File: src/design/fsts_pkg.sv
// Shared types, codes and constants for the four-slot thread scheduler.
package fsts_pkg;

    // Item kinds
    localparam logic [1:0] KIND_CREATE = 2'd0;
    localparam logic [1:0] KIND_EXIT   = 2'd1;
    localparam logic [1:0] KIND_TICK   = 2'd2;

    // Slot layout and timing constants
    localparam int unsigned STACK_STRIDE  = 16;
    localparam int unsigned STACK_BASE    = 'h3F;
    localparam int unsigned CONTEXT_BYTES = 7;
    localparam logic [3:0]  FULL_MASK     = 4'hF;
    localparam logic [7:0]  TICKS_RESET   = 8'd30;

    // Controller states
    typedef enum logic [0:0] {
        ST_IDLE = 1'b0,
        ST_EXEC = 1'b1
    } t_state;

    // Controller to datapath commands
    typedef struct packed {
        logic capture;   // latch the incoming transaction
        logic execute;   // commit state and load the result register
    } t_ctrl_cmd;

    // Datapath to controller status
    typedef struct packed {
        logic out_busy;  // result register full and not taken this cycle
    } t_dp_status;

    // Initial saved stack pointer of a freshly created slot (wraps at 256)
    function automatic logic [7:0] init_stack_ptr(input logic [1:0] slot);
        logic [15:0] v;
        v = 16'(STACK_BASE) + 16'(STACK_STRIDE) * {14'd0, slot} + 16'(CONTEXT_BYTES);
        return v[7:0];
    endfunction

endpackage

File: src/design/fsts_ctrl.sv
// Controller state machine for the four-slot thread scheduler.
module fsts_ctrl (
    input  logic                  i_clk,
    input  logic                  i_rst_n,
    input  logic                  i_in_valid,
    output logic                  o_in_ready,
    input  fsts_pkg::t_dp_status  i_status,
    output fsts_pkg::t_ctrl_cmd   o_cmd
);

    fsts_pkg::t_state r_state;
    fsts_pkg::t_state n_state;

    // State register
    always_ff @(posedge i_clk) begin
        if (!i_rst_n) begin
            r_state <= fsts_pkg::ST_IDLE;
        end else begin
            r_state <= n_state;
        end
    end

    // Next state and commands
    always_comb begin
        n_state       = r_state;
        o_cmd.capture = 1'b0;
        o_cmd.execute = 1'b0;
        o_in_ready    = 1'b0;
        unique case (r_state)
            fsts_pkg::ST_IDLE: begin
                o_in_ready = 1'b1;
                if (i_in_valid) begin
                    o_cmd.capture = 1'b1;
                    n_state       = fsts_pkg::ST_EXEC;
                end
            end
            fsts_pkg::ST_EXEC: begin
                // wait here while the previous result is still held
                if (!i_status.out_busy) begin
                    o_cmd.execute = 1'b1;
                    n_state       = fsts_pkg::ST_IDLE;
                end
            end
            default: begin
                n_state = fsts_pkg::ST_IDLE;
            end
        endcase
    end

endmodule

File: src/design/fsts_datapath.sv
// Datapath: slot mask, running slot, saved stack pointers, prescaler, result register.
module fsts_datapath (
    input  logic                 i_clk,
    input  logic                 i_rst_n,
    input  fsts_pkg::t_ctrl_cmd  i_cmd,
    output fsts_pkg::t_dp_status o_status,
    input  logic                 i_cfg_valid,
    input  logic [7:0]           i_cfg_ticks_per_time_unit,
    input  logic [1:0]           i_kind,
    input  logic [7:0]           i_current_stack_ptr,
    output logic                 o_out_valid,
    input  logic                 i_out_ready,
    output logic [1:0]           o_created_slot,
    output logic                 o_create_refused,
    output logic [4:0]           o_bank_status,
    output logic [1:0]           o_next_slot,
    output logic [7:0]           o_restore_stack_ptr,
    output logic                 o_none_runnable,
    output logic [7:0]           o_time_count
);

    // Scheduler state
    logic [3:0] r_mask;
    logic [1:0] r_running;
    logic [7:0] r_saved_sp [4];
    logic [7:0] r_prescale;
    logic [7:0] r_ctime;
    logic [7:0] r_tpu;

    // Captured transaction
    logic [1:0] r_kind;
    logic [7:0] r_sp;

    // Result register
    logic       r_out_valid;
    logic [1:0] r_created_slot;
    logic       r_create_refused;
    logic [4:0] r_bank_status;
    logic [1:0] r_next_slot;
    logic [7:0] r_restore_sp;
    logic       r_none_runnable;
    logic [7:0] r_time_count;

    // Next values
    logic [3:0] n_mask;
    logic [1:0] n_running;
    logic [7:0] n_prescale;
    logic [7:0] n_ctime;
    logic [1:0] n_created_slot;
    logic       n_create_refused;
    logic [4:0] n_bank_status;
    logic [1:0] n_next_slot;
    logic [7:0] n_restore_sp;
    logic       n_none_runnable;

    logic       sp_wr_en;
    logic [1:0] sp_wr_addr;
    logic [7:0] sp_wr_data;

    logic [1:0] free_slot;
    logic [3:0] rot_mask;
    logic [1:0] pick_slot;
    logic       pick_found;
    logic [1:0] cand;
    logic [7:0] prescale_inc;

    // Lowest free slot
    always_comb begin
        free_slot = 2'd3;
        for (int s = 3; s >= 0; s--) begin
            if (!r_mask[s]) begin
                free_slot = 2'(s);
            end
        end
    end

    // Mask seen by the rotation: exit drops the running slot first
    assign rot_mask = (r_kind == fsts_pkg::KIND_EXIT) ? (r_mask & ~(4'b0001 << r_running))
                                                     : r_mask;

    // Round-robin pick, the running slot itself tried last
    always_comb begin
        pick_found = 1'b0;
        pick_slot  = r_running;
        cand       = r_running;
        for (int k = 1; k <= 4; k++) begin
            cand = r_running + 2'(k);
            if (!pick_found && rot_mask[cand]) begin
                pick_found = 1'b1;
                pick_slot  = cand;
            end
        end
    end

    assign prescale_inc = r_prescale + 8'd1;

    // Item evaluation
    always_comb begin
        n_mask           = r_mask;
        n_running        = r_running;
        n_prescale       = r_prescale;
        n_ctime          = r_ctime;
        n_created_slot   = 2'd0;
        n_create_refused = 1'b0;
        n_bank_status    = 5'd0;
        n_next_slot      = 2'd0;
        n_restore_sp     = 8'd0;
        n_none_runnable  = 1'b0;
        sp_wr_en         = 1'b0;
        sp_wr_addr       = r_running;
        sp_wr_data       = r_sp;
        unique case (r_kind)
            fsts_pkg::KIND_CREATE: begin
                if (r_mask == fsts_pkg::FULL_MASK) begin
                    n_create_refused = 1'b1;
                end else begin
                    n_mask         = r_mask | (4'b0001 << free_slot);
                    sp_wr_en       = 1'b1;
                    sp_wr_addr     = free_slot;
                    sp_wr_data     = fsts_pkg::init_stack_ptr(free_slot);
                    n_created_slot = free_slot;
                    n_bank_status  = {free_slot, 3'b000};
                end
            end
            fsts_pkg::KIND_EXIT, fsts_pkg::KIND_TICK: begin
                n_mask = rot_mask;
                if (r_kind == fsts_pkg::KIND_TICK) begin
                    sp_wr_en = 1'b1;
                    if (prescale_inc == r_tpu) begin
                        n_prescale = 8'd0;
                        n_ctime    = r_ctime + 8'd1;
                    end else begin
                        n_prescale = prescale_inc;
                    end
                end
                if (pick_found) begin
                    n_running   = pick_slot;
                    n_next_slot = pick_slot;
                    // bypass the stack pointer saved by this same tick
                    if (r_kind == fsts_pkg::KIND_TICK && pick_slot == r_running) begin
                        n_restore_sp = r_sp;
                    end else begin
                        n_restore_sp = r_saved_sp[pick_slot];
                    end
                end else begin
                    n_none_runnable = 1'b1;
                end
            end
            default: begin
                // unknown kind: no state change, only the time count is reported
            end
        endcase
    end

    // Capture of the incoming transaction
    always_ff @(posedge i_clk) begin
        if (i_cmd.capture) begin
            r_kind <= i_kind;
            r_sp   <= i_current_stack_ptr;
        end
    end

    // Control state and configuration
    always_ff @(posedge i_clk) begin
        if (!i_rst_n) begin
            r_mask     <= 4'd0;
            r_running  <= 2'd0;
            r_prescale <= 8'd0;
            r_ctime    <= 8'd0;
            r_tpu      <= fsts_pkg::TICKS_RESET;
        end else begin
            if (i_cfg_valid) begin
                r_tpu <= i_cfg_ticks_per_time_unit;
            end
            if (i_cmd.execute) begin
                r_mask     <= n_mask;
                r_running  <= n_running;
                r_prescale <= n_prescale;
                r_ctime    <= n_ctime;
            end
        end
    end

    // Saved stack pointers, no reset
    always_ff @(posedge i_clk) begin
        if (i_cmd.execute && sp_wr_en) begin
            r_saved_sp[sp_wr_addr] <= sp_wr_data;
        end
    end

    // Result valid
    always_ff @(posedge i_clk) begin
        if (!i_rst_n) begin
            r_out_valid <= 1'b0;
        end else if (i_cmd.execute) begin
            r_out_valid <= 1'b1;
        end else if (i_out_ready) begin
            r_out_valid <= 1'b0;
        end
    end

    // Result payload
    always_ff @(posedge i_clk) begin
        if (i_cmd.execute) begin
            r_created_slot   <= n_created_slot;
            r_create_refused <= n_create_refused;
            r_bank_status    <= n_bank_status;
            r_next_slot      <= n_next_slot;
            r_restore_sp     <= n_restore_sp;
            r_none_runnable  <= n_none_runnable;
            r_time_count     <= n_ctime;
        end
    end

    assign o_status.out_busy   = r_out_valid && !i_out_ready;
    assign o_out_valid         = r_out_valid;
    assign o_created_slot      = r_created_slot;
    assign o_create_refused    = r_create_refused;
    assign o_bank_status       = r_bank_status;
    assign o_next_slot         = r_next_slot;
    assign o_restore_stack_ptr = r_restore_sp;
    assign o_none_runnable     = r_none_runnable;
    assign o_time_count        = r_time_count;

endmodule

File: src/design/four_slot_thread_scheduler_unit.sv
// Top level of the four-slot round-robin thread scheduler.
//
//   channel  direction  handshake                 payload
//   in       input      i_in_valid / o_in_ready    i_kind, i_current_stack_ptr
//   out      output     o_out_valid / i_out_ready  o_created_slot .. o_time_count
//   cfg      input      i_cfg_valid / o_cfg_ready  i_cfg_ticks_per_time_unit
//
// Each transaction is latched by the capture register, then evaluated and committed
// by the single evaluation stage of the datapath, which loads the result register.
// The result register holds one result; a new transaction is accepted while it waits,
// but its commit stalls until the held result is taken.
// Synchronous active-low reset clears slot mask, running slot, prescaler and time count
// and loads 30 ticks per time unit; saved stack pointers are not reset.
module four_slot_thread_scheduler_unit (
    input  logic       i_clk,
    input  logic       i_rst_n,
    input  logic       i_in_valid,
    output logic       o_in_ready,
    input  logic [1:0] i_kind,
    input  logic [7:0] i_current_stack_ptr,
    output logic       o_out_valid,
    input  logic       i_out_ready,
    output logic [1:0] o_created_slot,
    output logic       o_create_refused,
    output logic [4:0] o_bank_status,
    output logic [1:0] o_next_slot,
    output logic [7:0] o_restore_stack_ptr,
    output logic       o_none_runnable,
    output logic [7:0] o_time_count,
    input  logic       i_cfg_valid,
    output logic       o_cfg_ready,
    input  logic [7:0] i_cfg_ticks_per_time_unit
);

    fsts_pkg::t_ctrl_cmd  cmd;
    fsts_pkg::t_dp_status status;

    // Register writes are always taken
    assign o_cfg_ready = 1'b1;

    fsts_ctrl u_ctrl (
        .i_clk      (i_clk),
        .i_rst_n    (i_rst_n),
        .i_in_valid (i_in_valid),
        .o_in_ready (o_in_ready),
        .i_status   (status),
        .o_cmd      (cmd)
    );

    fsts_datapath u_dp (
        .i_clk                     (i_clk),
        .i_rst_n                   (i_rst_n),
        .i_cmd                     (cmd),
        .o_status                  (status),
        .i_cfg_valid               (i_cfg_valid),
        .i_cfg_ticks_per_time_unit (i_cfg_ticks_per_time_unit),
        .i_kind                    (i_kind),
        .i_current_stack_ptr       (i_current_stack_ptr),
        .o_out_valid               (o_out_valid),
        .i_out_ready               (i_out_ready),
        .o_created_slot            (o_created_slot),
        .o_create_refused          (o_create_refused),
        .o_bank_status             (o_bank_status),
        .o_next_slot               (o_next_slot),
        .o_restore_stack_ptr       (o_restore_stack_ptr),
        .o_none_runnable           (o_none_runnable),
        .o_time_count              (o_time_count)
    );

endmodule

File: config.mk
export PLATFORM = sky130hd
export DESIGN_NAME = four_slot_thread_scheduler_unit
export DESIGN_NICKNAME = d
export VERILOG_FILES = /design/src/design/fsts_pkg.sv /design/src/design/fsts_ctrl.sv /design/src/design/fsts_datapath.sv /design/src/design/four_slot_thread_scheduler_unit.sv
export SDC_FILE = /design/constraint.sdc
export NUM_CORES = 1
export LEC_CHECK = 0
export ABC_AREA = 1
export BUFFER_PORTS_ARGS = -buffer_cell sky130_fd_sc_hd__buf_2
export CORE_MARGIN = 2
export CORE_UTILIZATION = 53
export CTS_BUF_LIST = sky130_fd_sc_hd__clkbuf_16
export DETAILED_ROUTE_END_ITERATION = 10
export PLACE_DENSITY_LB_ADDON = 0.15
export SLEW_MARGIN = 10
export SYNTH_ARGS = -nofsm -noshare
export SYNTH_HDL_FRONTEND = slang
export SYNTH_HIERARCHICAL = 1
export SYNTH_SLANG_ARGS = --single-unit
File: constraint.sdc
create_clock -name i_clk -period 2.65 [get_ports i_clk]
set_input_delay 0.265 -clock i_clk [delete_from_list [all_inputs] [get_ports i_clk]]
set_output_delay 0.265 -clock i_clk [all_outputs]
set_load 0.005 [all_outputs]
* Word level (Yosys, flattened, before mapping) *
Memory sizes are Yosys's and may differ from the RTL's. A register that Yosys moved wholly into a read port is not among the register bits.
Cells that the tools add are included.

storage, ports and cells
  bits in registers = 59
  memory bits (writable) = 32
  input port bits = 23
  output and inout bits = 30
  logic and storage cells = 104
  memories kept = 1

memories
  memory           depth  width  read ports  clocked after Yosys merged registers in  write ports  line                 text
  u_dp.r_saved_sp  4      8      1           1                                        1            fsts_datapath.sv:25  logic [7:0] r_saved_sp [4];

cells by class
  add/sub/neg operators = 7
  magnitude comparators = 4
  eq/ne operators = 5
  shift-type cells = 2
  multiplexer cells = 46
  bitwise operators = 5
  reductions and logical operators = 19

operators with widths
  cell                 number
  $mux 8               6
  $mux 1               23
  $add 8x1->8 const B  2
  $mux 2               8
  $lt 2x3->1 const B   4
  $reduce_and 3->1     3
  $add 8x3->8 const B  1
  $bmux 1 s2           4
  $eq 8x8->1           1
  $mux 4               2
  $pmux 4 s2           1
  $shl 1x2->4 const A  2
  $add 6x6->7 const A  1
  $logic_and 1x1->1    5
  $logic_not 1->1      5
  $add 2x2->2 const B  2
  $and 4x4->4          1
  $eq 4x4->1 const B   1
  $not 4->4            1
  $or 4x4->4           1
  $pmux 1 s2           2
  $reduce_bool 2->1    2
  $reduce_or 2->1      2
  $add 2x1->2 const B  1
  6 further kinds      7

* Depth between registers and ports, before layout *
Gate-level depths: netlist of the first run.

  depth after elaboration = 18
  gate-level depth with buffers = 17
  depth with buffers taken out = 16

* Cells and area by module *
The synthesis of the first run kept the hierarchy.

modules (own cells, without submodules)
  module                           times used  cells each  area each (um^2)  sequential area each (um^2)
  fsts_datapath                    1           596         5061.1            2542.4
  fsts_ctrl                        1           10          56.3              20.0
  four_slot_thread_scheduler_unit  1           2           11.3              0.0

* Worst setup path before layout of the first run *
No wires, ideal clock.

  kind = register -> register
  from = reg u_dp.r_out_valid (netlist: u_dp/o_out_valid)
  to = mem u_dp.r_saved_sp[3][0], enable pin
  arrival = 2.199 ns
  path slack = 0.067 ns
  stages on the path, launching flop included = 11
  cell sequence = dfxtp_1 -> inv_1 -> nor2_1 -> inv_1 -> nand2_1 -> inv_1 -> clkbuf_1 -> inv_1 -> a21oi_1 -> nand2_1 -> nor3_1

RTL lines
  what                    line                  text
  start, declared         fsts_datapath.sv:35   logic r_out_valid;
  start signal, assigned  fsts_datapath.sv:194  r_out_valid <= 1'b0;
  start signal, assigned  fsts_datapath.sv:196  r_out_valid <= 1'b1;
  start signal, assigned  fsts_datapath.sv:198  r_out_valid <= 1'b0;
  end, declared           fsts_datapath.sv:25

* Final worst setup path of the first run *
  from = reg u_dp.r_kind[1]
  to = reg u_dp.r_restore_sp[0] (netlist: u_dp/o_restore_stack_ptr[0]), data pin

on the way
  word-level cells in the longest chain between the ends = 16
  elaborated cells between the ends (all ways) = 28
  those cells by class = 2 x eq/ne; 17 x mux; 9 x reduce/logical

RTL lines
  what                          line                                       text
  start, declared               fsts_datapath.sv:31                        logic [1:0] r_kind;
  start signal, assigned        fsts_datapath.sv:158                       r_kind <= i_kind;
  $eq 2x1->1                    fsts_datapath.sv:78, fsts_datapath.sv:112
  $mux 4                        fsts_datapath.sv:78                        assign rot_mask = (r_kind == fsts_pkg::KIND_EXIT) ? (r_mask & ~(4'b0001 << r_running))
  $bmux 1 s2                    fsts_datapath.sv:88                        if (!pick_found && rot_mask[cand]) begin
  $mux 1 (implied by the code)  fsts_datapath.sv:88
  $mux 1                        fsts_datapath.sv:88
  $logic_not 1->1               fsts_datapath.sv:88
  $logic_and 1x1->1             fsts_datapath.sv:88
  $mux 1                        fsts_datapath.sv:88
  $logic_not 1->1               fsts_datapath.sv:88
  $logic_and 1x1->1             fsts_datapath.sv:88
  $mux 1                        fsts_datapath.sv:88
  $logic_not 1->1               fsts_datapath.sv:88
  $logic_and 1x1->1             fsts_datapath.sv:88
  $mux 1                        fsts_datapath.sv:88
  $reduce_and 2->1 (no line)    --
  $logic_not 1->1 (no line)     --
  end signal, assigned          fsts_datapath.sv:209                       r_restore_sp <= n_restore_sp;
  end, declared                 fsts_datapath.sv:40                        logic [7:0] r_restore_sp;

Several ways; a longest one is shown, not always the timed one. The select of a mux whose other input is x is not followed.
A chain may end at the register's enable or synchronous reset.

==> impl_metrics.py, run 1 <==
metrics = {
    "finish": {
        "final_cells": 803,
        "design_area_um2": 5860,
        "multi_input_area_um2": 2100,
        "synthToLayoutAreaGrowth_pct": 14.2,
        "n_fill_cell": 802,
        "antenna_cells": 0,
        "register_area_um2": 2560,
        "nets": 701,
        "drive_gt1_share_pct": 19.3,
    },
    "sta": {
        "setup_slack_ns": 0.208,
        "setup_viol_count_final": 0,
        "fmax_mhz": 409,
        "hold_violations": 0,
        "finalCritPeriodShare_pct": 92.2,
        "tns_ns": 0,
        "worstMarginPinSlew_ns": 0.584,
        "maxSlewViolCount": 0,
        "period_minus_slack_ns": 2.44,
        "slew_headroom_pct": 60.8,
        "rsz0062_at_grt": "false",
        "fin_skew_ns": 0.00973,
    },
    "hold_path": {
        "hold_class": "in -> reg",
    },
    "die": {
        "die_w_um": 102,
        "std_cell_rows": 35,
        "die-height_um": 102,
        "io_pins": 53,
        "start_util_pct": 55.0,
        "coreArea_um2": 9330,
        "die_area_um2": 10500,
    },
    "cts": {
        "cts_buffers": 9,
        "post-cts-setup-buffers": 0,
        "cts_resized": 0,
        "cts_tree": "done",
        "ctsHoldBuffers": 0,
        "path_clk_slew_ns": 0.07,
        "insertion_delay_ns": 0.35,
        "h-tree-depth": 3,
        "clockBufferDepth": 2,
        "cts.sinks": 96,
        "cts-root-buf": "clkbuf_16",
    },
    "placed_design": {
        "place_ws_ns": 0.188,
        "gp_congestion": 0.840,
        "dp_hpwl_um": 8350,
        "dp.cells": 787,
        "io_buffers": 48,
        "placedInstanceArea_um2": 5540,
    },
    "global_routing": {
        "grt_overflow": 0,
        "grt_max_degree": 32,
        "grt_pass1_vias": 3751,
        "grt_usage_pct": 22.6,
        "grt_first_pass_wirelength_um": 17900,
        "grt_antenna_before_repair": 0,
    },
    "yosys": {
        "synth-seq-cells": 96,
        "yosysWarnings": 6,
        "synth_area_leaders": "edfxtp_1 (37%), dfxtp_1 (12%), nand2_1 (12%)",
        "syn_area_per_cell_um2": 8.44,
        "netlist_area_um2": 5130,
        "synth_top_area_share_pct": 37.5,
        "syn_inst": 608,
        "synth_ff_type": "edfxtp_1",
        "async_reset_ff_share_pct": 0,
        "yosysUniqueCellTypes": 39,
        "synth_top_area_cell": "edfxtp_1",
        "synth_edf_count": 64,
        "ys_seq_area_share_pct": 50.0,
    },
    "critical_path": {
        "crit_path_end_kind": "register",
        "cp_cell_sequence": "inv_1, ha_1, nand2_1, nand3_1, nand3_2, nand2_2, nand3_4, nand2_4, nand2_8, nand2_1, inv_1, nor2_4, nand3_1, nand2_1, nor2_1",
        "startpoint_type": "register",
        "cp_max_fo": 13,
        "max_stage_delay_ns": 0.41,
        "slowest_stage": "edfxtp_1",
        "arrival_ns": 2.55,
        "critical_path_class": "reg -> reg",
        "required_ns": 2.75,
        "cp_common_cell": "nand2_1",
    },
    "routing": {
        "routed_wl_um": 11200,
        "ant_nets": 0,
        "drc": 0,
        "vias": 4043,
        "routedWlPerCell_um": 13.9,
        "firstDrtPassIters": 5,
        "viasPerCell": 5.03,
        "dr.first_iter.drc_count": 238,
    },
    "run_status": {
        "status": "completed",
    },
    "flow_run": {
        "drv_cap": 0,
    },
    "power_and_ir_drop": {
        "peakVddDrop_mv": 0.399,
        "p_leak_nw": 2.62,
        "power_density_nw_per_um2": 603,
    },
}
cells in the final DEF, fill, tap and decap left out, types with 2 or more instances in the layout:
cell	count
nand2_1	164
dfxtp_1	32
o21ai_1	2
clkbuf_16	11
a211oi_1	2
nand3_2	14
nor3_1	4
ha_1	8
nand3_4	2
o21ai_0	18
edfxtp_1	64
inv_2	5
nor2_1	48
inv_6	2
buf_2	48
buf_4	15
nand4_1	8
inv_1	87
nor2_4	3
conb_1	4
nor2_2	4
a21oi_1	31
nand3_1	64
nand2_2	5
nand2_4	10
nand3b_1	3
critical path, delay by kind of cell (launching register included):
| family | cells | cell delay, ns |
|---|---|---|
| buffers and inverters | 2 | 0.20 |
| AND/OR/NAND/NOR | 12 | 1.37 |
| adder cells (fa/ha/maj) | 1 | 0.22 |
| flip-flops | 1 | 0.41 |
layout make-up:
class,instances,share of cell area [%]
sequential,96,43.7
multi-input combinational,405,35.9
timing repair buffer,64,6.36
inverter,93,6.09
clock buffer,11,4.70
tap,129,2.75
clock inverter,5,0.491
registers in the layout, summed over array words and instances (netlist names), 2 cells and up:
register / cells
u_dp/o_bank_status: 2
u_dp/o_next_slot: 2
u_dp/o_restore_stack_ptr: 8
u_dp/o_time_count: 8
u_dp/r_ctime: 8
u_dp/r_kind: 2
u_dp/r_mask: 4
u_dp/r_prescale: 8
u_dp/r_running: 2
u_dp/r_saved_sp: 32
u_dp/r_sp: 8
u_dp/r_tpu: 8
where the power goes:
group	leakage, nW	internal [W]	switching, W
registers	0.860	0.00168	0.0000347
logic	1.61	0.000179	0.000338
clock network	0.155	0.000746	0.000555
routing by layer:
metal / vias up / wire [µm] / track usage (%)
met3: 16 / 606 / 5.81
met2: 113 / 5080 / 35.3
li1: 2080 / - / -
met4: 0 / 163 / 6.56
met1: 1834 / 5340 / 31.3
met5: - / 0 / 0
Yosys cell counts, types with 5 or more instances:
| cell type | number |
|---|---|
| a21oi_1 | 31 |
| buf_4 | 9 |
| dfxtp_1 | 32 |
| edfxtp_1 | 64 |
| ha_1 | 9 |
| inv_1 | 85 |
| inv_2 | 5 |
| nand2_1 | 164 |
| nand2_2 | 5 |
| nand2_4 | 11 |
| nand3_1 | 64 |
| nand3_2 | 14 |
| nand4_1 | 8 |
| nor2_1 | 49 |
| o21ai_0 | 18 |
metrics by stage:
step | hold WS (ns) | utilization, % | total power, W
2_1_floorplan | 0.364 | - | 0.00211
3_3_place_gp | 0.442 | 59.4 | 0.00225
3_5_place_dp | 0.444 | 59.4 | 0.00226
4_1_cts | 0.0771 | 62.7 | 0.00355
5_1_grt | 0.0708 | 62.8 | 0.00369
6_report | 0.0858 | 62.8 | 0.00353
path summary, 6_finish.rpt:
check | slack [ns] | to | from | cells past startpoint
worst max register to register | 0.21 | u_dp/o_restore_stack_ptr[0] | u_dp/r_kind[1] | 15
worst max-delay path | 0.21 | u_dp/o_restore_stack_ptr[0] | u_dp/r_kind[1] | 15
worst min register to register | 0.48 | u_dp/r_tpu[2] | u_dp/r_tpu[2] | 2
worst min-delay path | 0.09 | u_dp/r_sp[1] | i_current_stack_ptr[1] | 1
logic make-up (layout without fill, tap and decap cells):
logic type | count (synthesis) | count (layout) | synth area share [%]
AOI/OAI and AO/OA | 56 | 56 | 5.78
adders and majority gates | 9 | 9 | 2.20
and+or+nand+nor | 334 | 334 | 32.0
other | 2 | 4 | 0.146
xor gates and xnor gates | 2 | 2 | 0.488
buffers and inverters | 109 | 173 | 9.47
DFF | 96 | 96 | 50.0
No activity file was read; power rests on OpenSTA's default activity.
==> run 2: changes to the inputs <==
- SYNTH_HIERARCHICAL: 1 -> not set
==> impl_metrics.py, run 2 <==
metrics = {
    "run_status": {
        "status": "completed",
    },
    "die": {
        "io_pins": 53,
        "start_util_pct": 54.8,
        "die-height_um": 99,
        "coreArea_um2": 8720,
        "die_w_um": 99,
        "std_cell_rows": 34,
        "die_area_um2": 9800,
    },
    "routing": {
        "ant_nets": 0,
        "drc": 0,
        "firstDrtPassIters": 5,
        "dr.first_iter.drc_count": 192,
        "routed_wl_um": 9960,
        "wl_met3_um": 591,
        "routedWlPerCell_um": 13.6,
        "met1_length_um": 4330,
        "vias": 3800,
        "highest_layer": "met4",
        "wl_met2_um": 4800,
        "viasPerCell": 5.18,
    },
    "cts": {
        "path_clk_slew_ns": 0.07,
        "cts-root-buf": "clkbuf_16",
        "h-tree-depth": 3,
        "cts_buffers": 9,
        "cts_tree": "done",
        "cts.sinks": 96,
        "clockBufferDepth": 2,
        "insertion_delay_ns": 0.34,
    },
    "yosys": {
        "synth-seq-cells": 96,
        "ys_seq_area_share_pct": 53.6,
        "yosysWarnings": 0,
        "yosysUniqueCellTypes": 36,
        "synth_ff_type": "edfxtp_1",
        "syn_inst": 556,
        "syn_area_per_cell_um2": 8.60,
        "async_reset_ff_share_pct": 0,
        "netlist_area_um2": 4780,
        "synth.most_common_cell": "nand2_1",
        "synth_top_area_cell": "edfxtp_1",
        "synth_area_leaders": "edfxtp_1 (40%), dfxtp_1 (13%), nand2_1 (12%)",
        "netlist_top_cells_count": "nand2_1 (149), inv_1 (76), edfxtp_1 (64), nand3_1 (49), nor2_1 (49)",
        "synth_edf_count": 64,
        "synth_top_area_share_pct": 40.2,
    },
    "critical_path": {
        "critical_path_class": "reg -> reg",
        "timing.rr.end": "u_dp.o_restore_stack_ptr[0]",
        "crit_family": "simple AND/OR/NAND/NOR gates",
        "slowest_stage": "edfxtp_1",
        "rrSetupSlack_ns": 0.21,
        "startpoint_type": "register",
        "crit_buf_inv": 0,
        "required_ns": 2.75,
        "cp_cell_sequence": "ha_2, nand2_1, nand3_1, nand2_1, nand2_1, nand2_2, nand3_4, nand2_4, nand2_4, or2_2, nand3_1, nand2_1, nor2_1, nor2_1",
        "crit_path_end_kind": "register",
        "cp_max_fo": 16,
        "r2r_start": "u_dp.r_kind[0]",
        "cp_common_cell": "nand2_1",
        "r2r.worst_path.cells": 14,
        "max_stage_delay_ns": 0.44,
        "arrival_ns": 2.54,
    },
    "finish": {
        "synthToLayoutAreaGrowth_pct": 15.4,
        "final_common_cell": "nand2_1",
        "drive_gt1_share_pct": 18.1,
        "nets": 652,
        "final_cells": 733,
        "largest-register": "u_dp.r_saved_sp",
        "largest_register_ffs": 32,
        "antenna_cells": 0,
        "final_cell_mix": "nand2_1 (149), inv_1 (76), edfxtp_1 (64)",
    },
    "flow_run": {
        "drv_cap": 0,
    },
    "global_routing": {
        "grt_first_pass_wirelength_um": 16100,
        "grt_overflow": 0,
        "grt_usage_pct": 20.6,
        "grt_antenna_before_repair": 0,
        "grt_pass1_vias": 3493,
        "grt_max_degree": 34,
    },
    "power_and_ir_drop": {
        "power.total_w": 0.00369,
        "power_density_nw_per_um2": 668,
        "peakVddDrop_mv": 0.362,
        "p_leak_nw": 2.47,
    },
    "hold_path": {
        "hold_depth": 1,
        "min_to": "u_dp.r_sp[0]",
        "hold_class": "in -> reg",
        "hold_path.startpoint": "i_current_stack_ptr[0]",
    },
    "sta": {
        "tns_ns": 0,
        "fmax_mhz": 410,
        "maxSlewViolCount": 0,
        "period_minus_slack_ns": 2.44,
        "slew_headroom_pct": 51.0,
        "worstMarginPinSlew_ns": 0.732,
        "finalCritPeriodShare_pct": 92.1,
        "fin_skew_ns": 0.00513,
        "rsz0062_at_grt": "false",
        "setup_viol_count_final": 0,
        "hold_violations": 0,
    },
    "placed_design": {
        "gp_congestion": 0.865,
        "dp_hpwl_um": 7010,
        "io_buffers": 48,
        "dp.cells": 714,
    },
}
## run 2: how the worst max path moves through the flow
stage                     cells after the start  slack, ns                          end               from
after floorplan                               8       0.26        u_dp.r_saved_sp[2][0]     u_dp.r_kind[1]
after global placement                       13       0.24  u_dp.o_restore_stack_ptr[0]  u_dp.r_running[0]
after detailed placement                     14       0.15  u_dp.o_restore_stack_ptr[6]     u_dp.r_kind[1]
after CTS                                    14       0.12  u_dp.o_restore_stack_ptr[3]     u_dp.r_kind[1]
after global routing                         14       0.01  u_dp.o_restore_stack_ptr[6]  u_dp.r_running[0]
final                                        14       0.21  u_dp.o_restore_stack_ptr[0]     u_dp.r_kind[0]
## run 2: cells by family (layout without fill, tap and decap cells)
logic type	after synthesis	in the layout	synth area share, %
fa+ha+maj	9	9	2.35
buf+inv	93	159	8.45
other cells	2	4	0.157
compound gates	57	57	6.62
simple gates	298	299	28.7
xor+xnor	1	1	0.183
flops	96	96	53.6
## run 2: final cells by class
type	count	area, µm²
multi-input cells	370	1860
fillers	703	3200
clock inverters	7	68.8
clock buffers	9	225
inverters	77	292
flip-flops and latches	96	2560
repair buffers	66	375
well taps	108	135
## run 2: power by group
group | switching, W | internal, W | total, W
logic | 0.000467 | 0.000239 | 0.000706
registers | 0.0000294 | 0.00168 | 0.00171
clock network | 0.000601 | 0.000667 | 0.00127
## run 2: stage by stage
step	area [µm²]	utilization [%]	hold slack, ns	setup slack (ns)
2_1_floorplan	4790	-	0.364	0.263
3_3_place_gp	5170	59.3	0.445	0.238
3_5_place_dp	5170	59.3	0.445	0.154
4_1_cts	5470	62.7	0.0932	0.124
5_1_grt	5520	63.3	0.0928	0.00955
6_report	5520	63.3	0.101	0.209
## run 2: what timing repair did
action	4_1_cts	5_1_grt
gates resized for setup	0	4
hold buffers	0	0
setup buffers	0	2
endpoints found under the setup margin	0	8
## run 2: layer usage
layer	global-route usage, %	vias up
met5	0	-
met2	33.9	125
met1	27.4	1724
met3	3.62	16
met4	7.80	0
li1	-	1935
